File: config.mk
export PLATFORM = sky130hd
export DESIGN_NAME = socks5_client_handshake_unit
export DESIGN_NICKNAME = d
export VERILOG_FILES = /design/src/s5c_pkg.sv /design/src/socks5_client_handshake_unit.sv /design/src/s5c_front.sv /design/src/s5c_queue.sv /design/src/s5c_back.sv
export SDC_FILE = /design/constraint.sdc
export NUM_CORES = 1
export LEC_CHECK = 0
export BUFFER_PORTS_ARGS = -buffer_cell sky130_fd_sc_hd__buf_2
export CAP_MARGIN = 20
export CORE_ASPECT_RATIO = 0.7
export CORE_MARGIN = 2
export CORE_UTILIZATION = 40
export DETAILED_ROUTE_END_ITERATION = 10
export PLACE_DENSITY_LB_ADDON = 0.1
export SKIP_LAST_GASP = 1
export SLEW_MARGIN = 10
export SYNTH_ARGS = -nofsm -noshare
export SYNTH_HDL_FRONTEND = slang
export SYNTH_SLANG_ARGS = --single-unit
File: constraint.sdc
create_clock -name i_clk -period 7.21 [get_ports i_clk]
set_clock_uncertainty 0.1 [all_clocks]
set_input_delay 2.163 -clock i_clk [delete_from_list [all_inputs] [get_ports i_clk]]
set_output_delay 2.163 -clock i_clk [all_outputs]
set_load 0.05 [all_outputs]
File: src/s5c_pkg.sv
// Shared types and constants for the SOCKS5 client handshake unit.
// No dependencies; imported by every module of the block.
package s5c_pkg;

    // input word kinds (s_axis_tuser)
    localparam logic [1:0] REQ_CONNECT_OK   = 2'd0;
    localparam logic [1:0] REQ_CONNECT_FAIL = 2'd1;
    localparam logic [1:0] REQ_RX_BYTE      = 2'd2;
    localparam logic [1:0] REQ_CONN_EVENT   = 2'd3;

    // configuration register indexes
    localparam logic [2:0] CFG_DEST_IS_IPV6   = 3'd0;
    localparam logic [2:0] CFG_DEST_IPV4_ADDR = 3'd1;
    localparam logic [2:0] CFG_DEST_IPV6_HIGH = 3'd2;
    localparam logic [2:0] CFG_DEST_IPV6_LOW  = 3'd3;
    localparam logic [2:0] CFG_DEST_PORT      = 3'd4;

    // protocol bytes
    localparam logic [7:0] VER_SOCKS5     = 8'h05;
    localparam logic [7:0] METHOD_NO_AUTH = 8'h00;
    localparam logic [7:0] CMD_CONNECT    = 8'h01;
    localparam logic [7:0] REPLY_OK       = 8'h00;
    localparam logic [7:0] RSV_BYTE       = 8'h00;
    localparam logic [7:0] ATYP_IPV4      = 8'h01;
    localparam logic [7:0] ATYP_IPV6      = 8'h04;
    localparam logic [7:0] NUM_METHODS    = 8'h01;

    // message lengths
    localparam logic [4:0] LEN_NONE        = 5'd0;
    localparam logic [4:0] LEN_SRV_HELLO   = 5'd2;
    localparam logic [4:0] LEN_REPLY_HDR   = 5'd4;
    localparam logic [4:0] LEN_BND_IPV4    = 5'd6;
    localparam logic [4:0] LEN_BND_IPV6    = 5'd18;
    localparam logic [4:0] LEN_HELLO_TX    = 5'd3;
    localparam logic [4:0] LEN_REQ_IPV4_TX = 5'd10;
    localparam logic [4:0] LEN_REQ_IPV6_TX = 5'd22;
    localparam logic [4:0] LEN_SINGLE      = 5'd1;

    typedef enum logic [2:0] {
        PH_CONNECT = 3'd0,
        PH_HELLO   = 3'd1,
        PH_RHDR    = 3'd2,
        PH_RADDR   = 3'd3,
        PH_UP      = 3'd4,
        PH_DEAD    = 3'd5
    } t_phase;

    typedef enum logic [1:0] {
        KIND_TX     = 2'd0,
        KIND_UP     = 2'd1,
        KIND_ERR    = 2'd2,
        KIND_CLOSED = 2'd3
    } t_kind;

    // work handed from the front end to the emitter
    typedef enum logic [2:0] {
        CMD_HELLO   = 3'd0,
        CMD_REQUEST = 3'd1,
        CMD_ERROR   = 3'd2,
        CMD_UP      = 3'd3,
        CMD_CLOSED  = 3'd4
    } t_cmd;

    typedef struct packed {
        logic        is_ipv6;
        logic [31:0] ipv4_addr;
        logic [63:0] ipv6_high;
        logic [63:0] ipv6_low;
        logic [15:0] port;
    } t_dest;

    typedef struct packed {
        logic full;
        logic empty;
    } t_q_status;

endpackage

File: src/socks5_client_handshake_unit.sv
// SOCKS5 client handshake unit: commands from accepted words are registered in the
// command queue, result words in the emitter's output stage. One input word per cycle
// while the queue has room; results leave one per cycle while the consumer is ready.
// A hello is 3 words, a request 10 (IPv4) or 22 (IPv6), set by the emitter's byte
// counter. Input stalls only on a full queue. Synchronous active-low reset: phase
// back to awaiting connect, destination registers zero, queue and output stage empty.
module socks5_client_handshake_unit
    import s5c_pkg::*;
#(
    parameter int P_QUEUE_DEPTH = 4
) (
    input  logic        i_clk,
    input  logic        i_rst_n,
    // input words
    input  logic        s_axis_tvalid,
    output logic        s_axis_tready,
    input  logic [15:0] s_axis_tdata,   // [7:0] rx_data, [8] event_closed, rest zero
    input  logic [1:0]  s_axis_tuser,   // [1:0] req_type
    // result words
    output logic        m_axis_tvalid,
    input  logic        m_axis_tready,
    output logic [7:0]  m_axis_tdata,   // [7:0] tx_data
    output logic [1:0]  m_axis_tuser,   // [1:0] kind
    output logic        m_axis_tlast,
    // configuration
    input  logic        i_cfg_wr_en,
    input  logic [2:0]  i_cfg_index,
    input  logic [63:0] i_cfg_wdata
);

    t_dest     r_dest;
    t_q_status w_q_status;
    logic      w_push;
    t_cmd      w_cmd;
    logic      w_pop;
    t_cmd      w_head;
    t_kind     w_kind;

    always_ff @(posedge i_clk) begin
        if (!i_rst_n) begin
            r_dest <= '0;
        end else if (i_cfg_wr_en) begin
            unique case (i_cfg_index)
                CFG_DEST_IS_IPV6:   r_dest.is_ipv6   <= i_cfg_wdata[0];
                CFG_DEST_IPV4_ADDR: r_dest.ipv4_addr <= i_cfg_wdata[31:0];
                CFG_DEST_IPV6_HIGH: r_dest.ipv6_high <= i_cfg_wdata;
                CFG_DEST_IPV6_LOW:  r_dest.ipv6_low  <= i_cfg_wdata;
                CFG_DEST_PORT:      r_dest.port      <= i_cfg_wdata[15:0];
                default: ;
            endcase
        end
    end

    s5c_front u_front (
        .i_clk          (i_clk),
        .i_rst_n        (i_rst_n),
        .i_valid        (s_axis_tvalid),
        .i_req_type     (s_axis_tuser),
        .i_rx_data      (s_axis_tdata[7:0]),
        .i_event_closed (s_axis_tdata[8]),
        .i_q_status     (w_q_status),
        .o_ready        (s_axis_tready),
        .o_push         (w_push),
        .o_cmd          (w_cmd)
    );

    s5c_queue #(
        .P_DEPTH (P_QUEUE_DEPTH)
    ) u_queue (
        .i_clk    (i_clk),
        .i_rst_n  (i_rst_n),
        .i_push   (w_push),
        .i_cmd    (w_cmd),
        .i_pop    (w_pop),
        .o_head   (w_head),
        .o_status (w_q_status)
    );

    s5c_back u_back (
        .i_clk      (i_clk),
        .i_rst_n    (i_rst_n),
        .i_head     (w_head),
        .i_q_status (w_q_status),
        .i_dest     (r_dest),
        .i_ready    (m_axis_tready),
        .o_pop      (w_pop),
        .o_valid    (m_axis_tvalid),
        .o_kind     (w_kind),
        .o_tx_data  (m_axis_tdata),
        .o_last     (m_axis_tlast)
    );

    assign m_axis_tuser = w_kind;

endmodule

File: src/s5c_front.sv
// Front end: takes input words, tracks the handshake phase and classifies
// each word into at most one emitter command. Depends on s5c_pkg.
module s5c_front
    import s5c_pkg::*;
(
    input  logic       i_clk,
    input  logic       i_rst_n,
    input  logic       i_valid,
    input  logic [1:0] i_req_type,
    input  logic [7:0] i_rx_data,
    input  logic       i_event_closed,
    input  t_q_status  i_q_status,
    output logic       o_ready,
    output logic       o_push,
    output t_cmd       o_cmd
);

    t_phase     r_phase,        n_phase;
    logic [4:0] r_byte_count,   n_byte_count;
    logic [4:0] r_msg_len,      n_msg_len;
    logic       r_header_bad,   n_header_bad;

    logic       w_fire;
    logic       w_cmd_valid;
    logic [4:0] w_count_inc;
    logic       w_done;
    logic       w_bad;

    assign o_ready = !i_q_status.full;
    assign w_fire  = i_valid && o_ready;
    assign o_push  = w_fire && w_cmd_valid;

    assign w_count_inc = r_byte_count + 5'd1;
    assign w_done      = (w_count_inc >= r_msg_len);
    assign w_bad       = r_header_bad
                       || ((r_byte_count == 5'd0) && (i_rx_data != VER_SOCKS5))
                       || ((r_byte_count == 5'd1) && (i_rx_data != METHOD_NO_AUTH));

    always_comb begin
        n_phase      = r_phase;
        n_byte_count = r_byte_count;
        n_msg_len    = r_msg_len;
        n_header_bad = r_header_bad;
        w_cmd_valid  = 1'b0;
        o_cmd        = CMD_ERROR;

        unique case (i_req_type)
            REQ_CONNECT_OK, REQ_CONNECT_FAIL: begin
                if (r_phase == PH_CONNECT) begin
                    w_cmd_valid = 1'b1;
                    if (i_req_type == REQ_CONNECT_FAIL) begin
                        o_cmd   = CMD_ERROR;
                        n_phase = PH_DEAD;
                    end else begin
                        o_cmd        = CMD_HELLO;
                        n_byte_count = 5'd0;
                        n_msg_len    = LEN_SRV_HELLO;
                        n_header_bad = 1'b0;
                        n_phase      = PH_HELLO;
                    end
                end
            end
            REQ_CONN_EVENT: begin
                if (r_phase != PH_CONNECT) begin
                    w_cmd_valid = 1'b1;
                    o_cmd   = (r_phase == PH_UP && i_event_closed) ? CMD_CLOSED : CMD_ERROR;
                    n_phase = PH_DEAD;
                end
            end
            default: begin
                // received byte; only counted in the three receive phases
                if (r_phase == PH_HELLO || r_phase == PH_RHDR || r_phase == PH_RADDR) begin
                    n_byte_count = w_count_inc;
                end
                if (r_phase == PH_HELLO) begin
                    n_header_bad = w_bad;
                    if (w_done) begin
                        w_cmd_valid = 1'b1;
                        if (w_bad) begin
                            o_cmd   = CMD_ERROR;
                            n_phase = PH_DEAD;
                        end else begin
                            o_cmd        = CMD_REQUEST;
                            n_byte_count = 5'd0;
                            n_msg_len    = LEN_REPLY_HDR;
                            n_header_bad = 1'b0;
                            n_phase      = PH_RHDR;
                        end
                    end
                end else if (r_phase == PH_RHDR) begin
                    n_header_bad = w_bad;
                    if (w_done) begin
                        if (w_bad || (i_rx_data != ATYP_IPV4 && i_rx_data != ATYP_IPV6)) begin
                            w_cmd_valid = 1'b1;
                            o_cmd       = CMD_ERROR;
                            n_phase     = PH_DEAD;
                        end else begin
                            n_byte_count = 5'd0;
                            n_msg_len    = (i_rx_data == ATYP_IPV4) ? LEN_BND_IPV4
                                                                    : LEN_BND_IPV6;
                            n_header_bad = 1'b0;
                            n_phase      = PH_RADDR;
                        end
                    end
                end else if (r_phase == PH_RADDR) begin
                    if (w_done) begin
                        w_cmd_valid  = 1'b1;
                        o_cmd        = CMD_UP;
                        n_byte_count = 5'd0;
                        n_msg_len    = LEN_NONE;
                        n_header_bad = 1'b0;
                        n_phase      = PH_UP;
                    end
                end
            end
        endcase

        // dead or undefined phase swallows everything
        if (r_phase != PH_CONNECT && r_phase != PH_HELLO && r_phase != PH_RHDR
                && r_phase != PH_RADDR && r_phase != PH_UP) begin
            n_phase      = PH_DEAD;
            n_byte_count = r_byte_count;
            n_msg_len    = r_msg_len;
            n_header_bad = r_header_bad;
            w_cmd_valid  = 1'b0;
        end
    end

    always_ff @(posedge i_clk) begin
        if (!i_rst_n) begin
            r_phase      <= PH_CONNECT;
            r_byte_count <= 5'd0;
            r_msg_len    <= LEN_NONE;
            r_header_bad <= 1'b0;
        end else if (w_fire) begin
            r_phase      <= n_phase;
            r_byte_count <= n_byte_count;
            r_msg_len    <= n_msg_len;
            r_header_bad <= n_header_bad;
        end
    end

endmodule

File: src/s5c_queue.sv
// Short command queue between the front end and the emitter.
// Depends on s5c_pkg for the command type and status struct.
module s5c_queue
    import s5c_pkg::*;
#(
    parameter int P_DEPTH = 4
) (
    input  logic      i_clk,
    input  logic      i_rst_n,
    input  logic      i_push,
    input  t_cmd      i_cmd,
    input  logic      i_pop,
    output t_cmd      o_head,
    output t_q_status o_status
);

    localparam int AW = (P_DEPTH > 1) ? $clog2(P_DEPTH) : 1;
    localparam int CW = $clog2(P_DEPTH + 1);

    t_cmd          r_mem [P_DEPTH];
    logic [AW-1:0] r_wr_ptr, n_wr_ptr;
    logic [AW-1:0] r_rd_ptr, n_rd_ptr;
    logic [CW-1:0] r_count,  n_count;

    logic w_do_push;
    logic w_do_pop;

    assign o_status.full  = (r_count == CW'(P_DEPTH));
    assign o_status.empty = (r_count == '0);
    assign o_head         = r_mem[r_rd_ptr];

    assign w_do_push = i_push && !o_status.full;
    assign w_do_pop  = i_pop && !o_status.empty;

    always_comb begin
        n_wr_ptr = r_wr_ptr;
        n_rd_ptr = r_rd_ptr;
        n_count  = r_count;
        if (w_do_push) begin
            n_wr_ptr = (r_wr_ptr == AW'(P_DEPTH - 1)) ? '0 : r_wr_ptr + AW'(1);
        end
        if (w_do_pop) begin
            n_rd_ptr = (r_rd_ptr == AW'(P_DEPTH - 1)) ? '0 : r_rd_ptr + AW'(1);
        end
        if (w_do_push && !w_do_pop) begin
            n_count = r_count + CW'(1);
        end else if (!w_do_push && w_do_pop) begin
            n_count = r_count - CW'(1);
        end
    end

    always_ff @(posedge i_clk) begin
        if (!i_rst_n) begin
            r_wr_ptr <= '0;
            r_rd_ptr <= '0;
            r_count  <= '0;
        end else begin
            r_wr_ptr <= n_wr_ptr;
            r_rd_ptr <= n_rd_ptr;
            r_count  <= n_count;
        end
    end

    always_ff @(posedge i_clk) begin
        if (w_do_push) begin
            r_mem[r_wr_ptr] <= i_cmd;
        end
    end

endmodule

File: src/s5c_back.sv
// Emitter: expands each queued command into result words, one per cycle
// when not stalled, into a registered output stage. Depends on s5c_pkg.
module s5c_back
    import s5c_pkg::*;
(
    input  logic       i_clk,
    input  logic       i_rst_n,
    input  t_cmd       i_head,
    input  t_q_status  i_q_status,
    input  t_dest      i_dest,
    input  logic       i_ready,
    output logic       o_pop,
    output logic       o_valid,
    output t_kind      o_kind,
    output logic [7:0] o_tx_data,
    output logic       o_last
);

    logic [4:0] r_idx, n_idx;
    logic       r_valid;
    t_kind      r_kind, n_kind;
    logic [7:0] r_data, n_data;
    logic       r_last;

    logic [4:0] w_len;
    logic       w_load;
    logic       w_final;

    // byte idx of the request; the hello is the same first three bytes
    function automatic logic [7:0] request_byte(input logic [4:0] idx, input t_dest d);
        logic [127:0] addr6;
        logic [7:0]   b;
        addr6 = {d.ipv6_high, d.ipv6_low};
        b     = 8'h00;
        if (idx == 5'd0) begin
            b = VER_SOCKS5;
        end else if (idx == 5'd1) begin
            b = CMD_CONNECT;
        end else if (idx == 5'd2) begin
            b = RSV_BYTE;
        end else if (idx == 5'd3) begin
            b = d.is_ipv6 ? ATYP_IPV6 : ATYP_IPV4;
        end else if (d.is_ipv6) begin
            if (idx <= 5'd19) begin
                b = addr6[8 * (5'd19 - idx) +: 8];
            end else if (idx == 5'd20) begin
                b = d.port[15:8];
            end else begin
                b = d.port[7:0];
            end
        end else begin
            if (idx <= 5'd7) begin
                b = d.ipv4_addr[8 * (5'd7 - idx) +: 8];
            end else if (idx == 5'd8) begin
                b = d.port[15:8];
            end else begin
                b = d.port[7:0];
            end
        end
        return b;
    endfunction

    always_comb begin
        unique case (i_head)
            CMD_HELLO:   w_len = LEN_HELLO_TX;
            CMD_REQUEST: w_len = i_dest.is_ipv6 ? LEN_REQ_IPV6_TX : LEN_REQ_IPV4_TX;
            default:     w_len = LEN_SINGLE;
        endcase
    end

    always_comb begin
        n_data = 8'h00;
        unique case (i_head)
            CMD_HELLO: begin
                n_kind = KIND_TX;
                // hello: version, one method, no-auth
                if (r_idx == 5'd0) begin
                    n_data = VER_SOCKS5;
                end else if (r_idx == 5'd1) begin
                    n_data = NUM_METHODS;
                end else begin
                    n_data = METHOD_NO_AUTH;
                end
            end
            CMD_REQUEST: begin
                n_kind = KIND_TX;
                n_data = request_byte(r_idx, i_dest);
            end
            CMD_UP:     n_kind = KIND_UP;
            CMD_CLOSED: n_kind = KIND_CLOSED;
            default:    n_kind = KIND_ERR;
        endcase
    end

    assign w_load  = !i_q_status.empty && (!r_valid || i_ready);
    assign w_final = (r_idx == w_len - 5'd1);
    assign o_pop   = w_load && w_final;
    assign n_idx   = w_final ? 5'd0 : r_idx + 5'd1;

    always_ff @(posedge i_clk) begin
        if (!i_rst_n) begin
            r_idx   <= 5'd0;
            r_valid <= 1'b0;
        end else begin
            if (w_load) begin
                r_idx <= n_idx;
            end
            if (w_load) begin
                r_valid <= 1'b1;
            end else if (i_ready) begin
                r_valid <= 1'b0;
            end
        end
    end

    always_ff @(posedge i_clk) begin
        if (w_load) begin
            r_kind <= n_kind;
            r_data <= n_data;
            r_last <= w_final;
        end
    end

    assign o_valid   = r_valid;
    assign o_kind    = r_kind;
    assign o_tx_data = r_data;
    assign o_last    = r_last;

endmodule

==> impl_metrics.csv, run 1 <==
group,metric,value,unit
layout,final_cells,1640,
power_and_ir_drop,power,3.38,mW
route,vias_per_cell,5.35,
route,route.vias.total,8768,
route,drt_wl_total,29700,um
worst_setup_path,max_stage_delay,0.55,ns
min_path,whs_path_depth,2,
outcome,status,"completed",
worst_setup_path,cp_top_family,"simple AND/OR/NAND/NOR gates",
worst_setup_path,end_kind,"flip-flop",
synth,synth_seq_cells,227,
power_and_ir_drop,pwr-share-clk,38.5,%
worst_setup_path,r2r_slack,3.07,ns
global_route,grt_max_degree,77,
sta,period_share,66.4,%
synth,yosys.area.top_type,"dfxtp_1",
synth,synth.top_cell.area_share,38.7,%
power_and_ir_drop,ir_drop,0.148,mV
sta,setup_slack,2.42,ns
worst_setup_path,crit_buf_inv,2,
worst_setup_path,worstPathMaxFanout,9,
flow_run,cap_viol_max_count,0,
clock_tree,cts_sinks,227,
sta,totalNegativeSetupSlack,0,ns
layout,finish.instance_area,12100,um^2
sta,rsz0062_at_grt,"false",
clock_tree,root_buffer,"clkbuf_16",
sta,slew_headroom,43.3,%
sta,finalHoldViolCount,0,
synth,syn-num-nets,1329,
floorplanning,die_y,140,um
synth,ys.flop_type,"dfxtp_1",
floorplanning,dieArea,27700,um^2
sta,maxSlewViolCount,0,
sta,setup_viol,0,
placement,placedCellCount,1594,
power_and_ir_drop,power_frac_seq,42.6,%
power_and_ir_drop,internal_power,2.37,mW
layout,syn_to_final_growth,14.6,%
synth,synth-edff-count,23,
power_and_ir_drop,pwr-share-comb,18.9,%
layout,multi_input_area,5350,um^2
synth,syn_area_per_cell,8.66,um^2
route,final_antenna_net_count,0,
min_path,min_from,"r_dest[54]",
power_and_ir_drop,power_density,280,nW/um^2
min_path,worstHoldEndpoint,"r_dest[54]",
synth,synth.area.top_cells,"dfxtp_1 (39%), nand2_1 (14%), mux4_2 (11%), a21oi_1 (9.7%), edfxtp_1 (6.6%)",
synth,syn_area,10500,um^2
floorplanning,initial_core_util,40.8,%
worst_setup_path,critPathKind,"input port to flip-flop",
route,first_pass_iters,5,
clock_tree,worstSkewPairLatency,0.52,ns
route,wl_per_cell,18.1,um
synth,synthCells,1217,
sta,holdWs,0.352,ns
synth,synth-seq-area-share,45.3,%
floorplanning,io_pins,103,
global_route,grt_pass1_wl,47200,um
worst_setup_path,rr_worst_depth,15,
synth,yosysUniqueCellTypes,65,
worst_setup_path,crit_path_start_kind,"input port",
clock_tree,cts_buffers,25,
sta,final.min_clock_period,4.79,ns
placement,pre_cts_slack,1.95,ns
layout,seq_area,4780,um^2
global_route,grt_antenna_before_repair,1,
layout,drive_gt1_share,17.5,%
min_path,hp-class,"flip-flop to flip-flop",
sta,worst_pin_slew,0.851,ns
floorplanning,die_w,198,um
clock_tree,cts_tree,"yes",
global_route,grt_pass1_vias,8252,
worst_setup_path,rr_startpoint,"u_front.r_byte_count[1]",
worst_setup_path,arrival,5.13,ns
worst_setup_path,cp.required,7.55,ns
power_and_ir_drop,p_sw,1.01,mW
placement,place.gp.congestion,0.836,
layout,fillers,2544,
global_route,grt_use_total,21.6,%
clock_tree,hold_buffers,0,
clock_tree,cts_buffer_depth,3,
clock_tree,postCtsSetupRepairBufs,0,
synth,yosysWarnings,0,
route,drcViolationCount,0,
layout,postLayoutCoreUtil,46.8,%
placement,placed_area,11200,um^2
clock_tree,h-tree-depth,1,
clock_tree,cts_resized,0,
synth,async_flop_share,0,%
layout,finalNetCount,1376,
floorplanning,coreArea,25800,um^2
sta,clock.fmax,209,MHz
placement,place_hpwl,19900,um
route,drtIter0Drc,566,
placement,port_buffers,95,
worst_setup_path,crit_chain,"buf_2 -> nor4_1 -> a31oi_1 -> o221ai_2 -> a2111oi_0 -> or2_1 -> ha_1 -> inv_1 -> fa_1 -> xor2_1 -> or3_1 -> a21oi_1",
worst_setup_path,regToRegEndpoint,"u_queue.r_count[2]",
worst_setup_path,crit_path_top_delay_cell,"nor4_1",
power_and_ir_drop,switching_share,29.9,%
clock_tree,path_clk_slew,0.06,ns
global_route,grt-ovfl-total,0,
floorplanning,rows,49,
power_and_ir_drop,leakagePower,4.21,nW
worst max-delay path by stage:
stage,depth (start not counted),end,slack [ns],start
after global placement,12,u_queue.r_count[2],2.00,s_axis_tdata[1]
after CTS,12,u_queue.r_count[2],2.47,s_axis_tdata[1]
after floorplan,12,u_queue.r_count[2],2.34,s_axis_tdata[1]
final,12,u_queue.r_count[2],2.42,s_axis_tdata[1]
after detailed placement,12,u_queue.r_count[2],1.95,s_axis_tdata[1]
after global routing,12,u_queue.r_count[2],2.11,s_axis_tdata[1]
layout make-up:
| type | instances | share of cell area [%] |
|---|---|---|
| Tap cell | 357 | 3.70 |
| Clock buffer | 38 | 6.16 |
| Antenna cell | 1 | 0.0207 |
| Sequential cell | 227 | 39.6 |
| Multi-Input combinational cell | 877 | 44.3 |
| Inverter | 26 | 0.849 |
| Clock inverter | 7 | 0.767 |
| Timing Repair Buffer | 107 | 4.68 |
cell families after synthesis:
logic type                 after synthesis  synth area share, %
AOI/OAI and AO/OA                      278                 14.6
xor gates and xnor gates                 8                0.665
adders and majority gates               24                 2.87
buffers and inverters                  113                 4.12
DFF                                    227                 45.3
muxes                                   72                 13.0
and+or+nand+nor                        495                 19.4
cell usage after synthesis (all sizes together), types with 5 or more instances:
library cell	instances
nand2	381
a221oi	9
mux2	8
inv	26
o21ai	32
or3	5
or2	7
mux4	51
ha	21
a21oi	204
nand3	24
buf	9
nor2	35
and2	6
clkbuf	78
dfxtp	204
nor3	10
mux2i	13
edfxtp	23
worst min-delay path: cells and delay by family (launching register included):
kind               cells  cell delay [ns]
AOI/OAI and AO/OA      1             0.05
DFF                    1             0.31
and+or+nand+nor        1             0.05
routing by layer:
layer  vias up  part of all wire (%)  global-route usage, %
met2       215                    41                   30.2
met4         0                   1.6                   4.27
met3        32                   5.2                   2.96
met1      4222                    53                   34.9
li1       4299                     -                      -
met5         -                     0                      0
state kept, by name, summed over array words and instances (netlist names), 2 cells and up, named ones only:
| register | flops |
|---|---|
| u_queue.r_rd_ptr | 2 |
| r_dest | 177 |
| u_back.o_kind | 2 |
| u_back.o_tx_data | 8 |
| u_queue.r_wr_ptr | 2 |
| u_queue.r_count | 3 |
| u_front.r_byte_count | 5 |
| u_back.r_idx | 5 |
| u_front.r_phase | 3 |
| u_front.r_msg_len | 3 |
| u_queue.r_mem | 12 |
placed cells by master (no fill, tap or decap), types with 6 or more instances in the layout:
cell type	Yosys	layout
nand2_1	381	381
a21oi_1	204	204
dfxtp_1	204	202
buf_2	5	95
mux4_2	51	51
nor2_1	35	34
o21ai_0	29	29
inv_1	25	25
clkbuf_16	0	25
nand3_1	24	23
edfxtp_1	23	23
ha_1	21	21
mux2i_1	13	13
buf_4	1	12
nor3_1	9	9
a221oi_1	9	9
mux2_2	8	8
clkbuf_8	0	7
or2_2	6	6
and2_1	6	6
clkbuf_1	78	6
power by group through the flow:
stage / Clock, mW / Combinational, mW / Sequential [mW]
after floorplan: 0 / 0.399 / 1.53
after global placement: 0 / 0.637 / 1.47
after detailed placement: 0 / 0.641 / 1.47
after CTS: 1.33 / 0.644 / 1.44
after global routing: 1.38 / 0.699 / 1.45
final: 1.30 / 0.639 / 1.44
(Power assumes the default switching activity.)
==> run 2, diff against run 1 <==
- clock period: 7.21 -> 3.8 ns (I/O delays scaled with it)
==> impl_metrics.csv, run 2 (same netlist as run 1, synthesis figures left out) <==
group,metric,value,unit
outcome,status,"completed",
route,vias_per_cell,5.37,
layout,finalNetCount,1399,
floorplanning,die_w,198,um
worst_setup_path,r2r_slack,0.23,ns
sta,period_share,93.9,%
power_and_ir_drop,p_sw,1.93,mW
layout,layout_common_cells,"nand2_1 (381), a21oi_1 (204), dfxtp_1 (202)",
route,drtIter0Drc,655,
clock_tree,cts_sinks,227,
global_route,grt_antenna_before_repair,2,
layout,drive_gt1_share,18.9,%
floorplanning,rows,49,
worst_setup_path,end_kind,"flip-flop",
clock_tree,cts_buffer_depth,3,
global_route,grt_use_total,21.5,%
sta,maxSlewViolCount,0,
layout,largest_reg_flops,177,
worst_setup_path,cp.required,4.14,ns
clock_tree,h-tree-depth,1,
clock_tree,path_clk_slew,0.07,ns
sta,worst_pin_slew,0.752,ns
placement,port_buffers,95,
route,drt_wl_total,30000,um
route,wl_per_cell,18.0,um
clock_tree,root_buffer,"clkbuf_16",
placement,place_hpwl,20300,um
worst_setup_path,worstPathMaxFanout,6,
global_route,grt-ovfl-total,0,
flow_run,cap_viol_max_count,0,
route,drcViolationCount,0,
worst_setup_path,arrival,3.91,ns
floorplanning,dieArea,27700,um^2
route,first_pass_iters,5,
clock_tree,postCtsSetupRepairBufs,0,
layout,syn_to_final_growth,16.6,%
global_route,grt_pass1_vias,8129,
sta,clock.fmax,280,MHz
layout,regMostFlops,"r_dest",
min_path,hp-class,"flip-flop to flip-flop",
worst_setup_path,crit_path_start_kind,"flip-flop",
sta,finalHoldViolCount,0,
sta,final.min_clock_period,3.57,ns
placement,place.gp.congestion,0.895,
layout,final_common_cell,"nand2_1",
power_and_ir_drop,ir_drop,0.296,mV
floorplanning,io_pins,103,
power_and_ir_drop,switching_share,30.1,%
global_route,grt_max_degree,78,
sta,setup_viol,0,
clock_tree,hold_buffers,0,
floorplanning,initial_core_util,40.8,%
sta,holdWs,0.351,ns
route,final_antenna_net_count,0,
power_and_ir_drop,pwr-share-comb,21.5,%
global_route,grt_pass1_wl,47000,um
sta,rsz0062_at_grt,"false",
power_and_ir_drop,leakagePower,4.34,nW
floorplanning,coreArea,25800,um^2
clock_tree,cts_tree,"yes",
power_and_ir_drop,power_density,522,nW/um^2
sta,totalNegativeSetupSlack,0,ns
worst_setup_path,critPathKind,"flip-flop to flip-flop",
clock_tree,cts_buffers,24,
route,route.vias.total,8917,
power_and_ir_drop,internal_power,4.48,mW
floorplanning,die_y,140,um
power_and_ir_drop,pwr-share-clk,37.0,%
sta,slew_headroom,49.7,%
power_and_ir_drop,power_frac_seq,41.5,%
clock_tree,worstSkewPairLatency,0.52,ns
## run 2: per-layer routing
metal	track usage, %	part of all wire [%]	up-vias
met3	4.65	6.6	34
met1	34.5	51	4305
li1	-	-	4351
met4	3.68	1.2	2
met5	0	0.050	-
met2	29.3	41	225
## run 2: power groups by stage
stage / clock network [mW] / registers (mW) / logic [mW]
after floorplan: 0 / 2.91 / 0.758
final: 2.37 / 2.67 / 1.38
after detailed placement: 0 / 2.72 / 1.38
after CTS: 2.42 / 2.67 / 1.38
after global placement: 0 / 2.72 / 1.37
after global routing: 2.51 / 2.68 / 1.51
## run 2: stage by stage
stage	setup slack, ns	util, %	instance area [um^2]	instances	total power, mW
6_report	0.233	47.6	12300	1660	6.42
2_1_floorplan	0.0293	-	10500	1217	3.66
5_1_grt	0.0259	47.6	12300	1660	6.71
3_3_place_gp	0.0799	44.5	11500	1618	4.09
3_5_place_dp	0.0384	44.5	11500	1618	4.09
4_1_cts	0.0812	47.5	12300	1659	6.46
## run 2: final cells by class
type | count | area, um^2
multi-input cells | 877 | 5390
clock inverters | 6 | 86.3
fillers | 2531 | 13500
inverters | 26 | 103
flip-flops and latches | 227 | 4780
repair buffers | 131 | 796
clock buffers | 35 | 693
diodes | 1 | 2.50
well taps | 357 | 447
## run 2: repair_timing
action	in CTS	in global routing
gates resized for setup	0	4
endpoints found under the setup margin	0	1
endpoints found under the hold margin	0	0
## run 2: critical path: stages, from the launching register on
cell     delay (ns)
dfxtp_1        0.44
inv_1          0.09
ha_1           0.31
inv_1          0.05
ha_1           0.26
a21bo_2        0.12
a22o_1         0.14
o22ai_2        0.14
o41ai_4        0.40
or2_1          0.17
ha_1           0.17
inv_1          0.06
fa_1           0.42
xor2_1         0.18
or3_1          0.30
a21oi_1        0.14
## run 2: final timing paths
kind                           startpoint                 end  depth (start not counted)
hold reg to reg                r_dest[59]          r_dest[59]                          2
hold / removal                 r_dest[59]          r_dest[59]                          2
setup reg to reg  u_front.r_byte_count[1]  u_queue.r_count[2]                         15
setup / recovery  u_front.r_byte_count[1]  u_queue.r_count[2]                         15
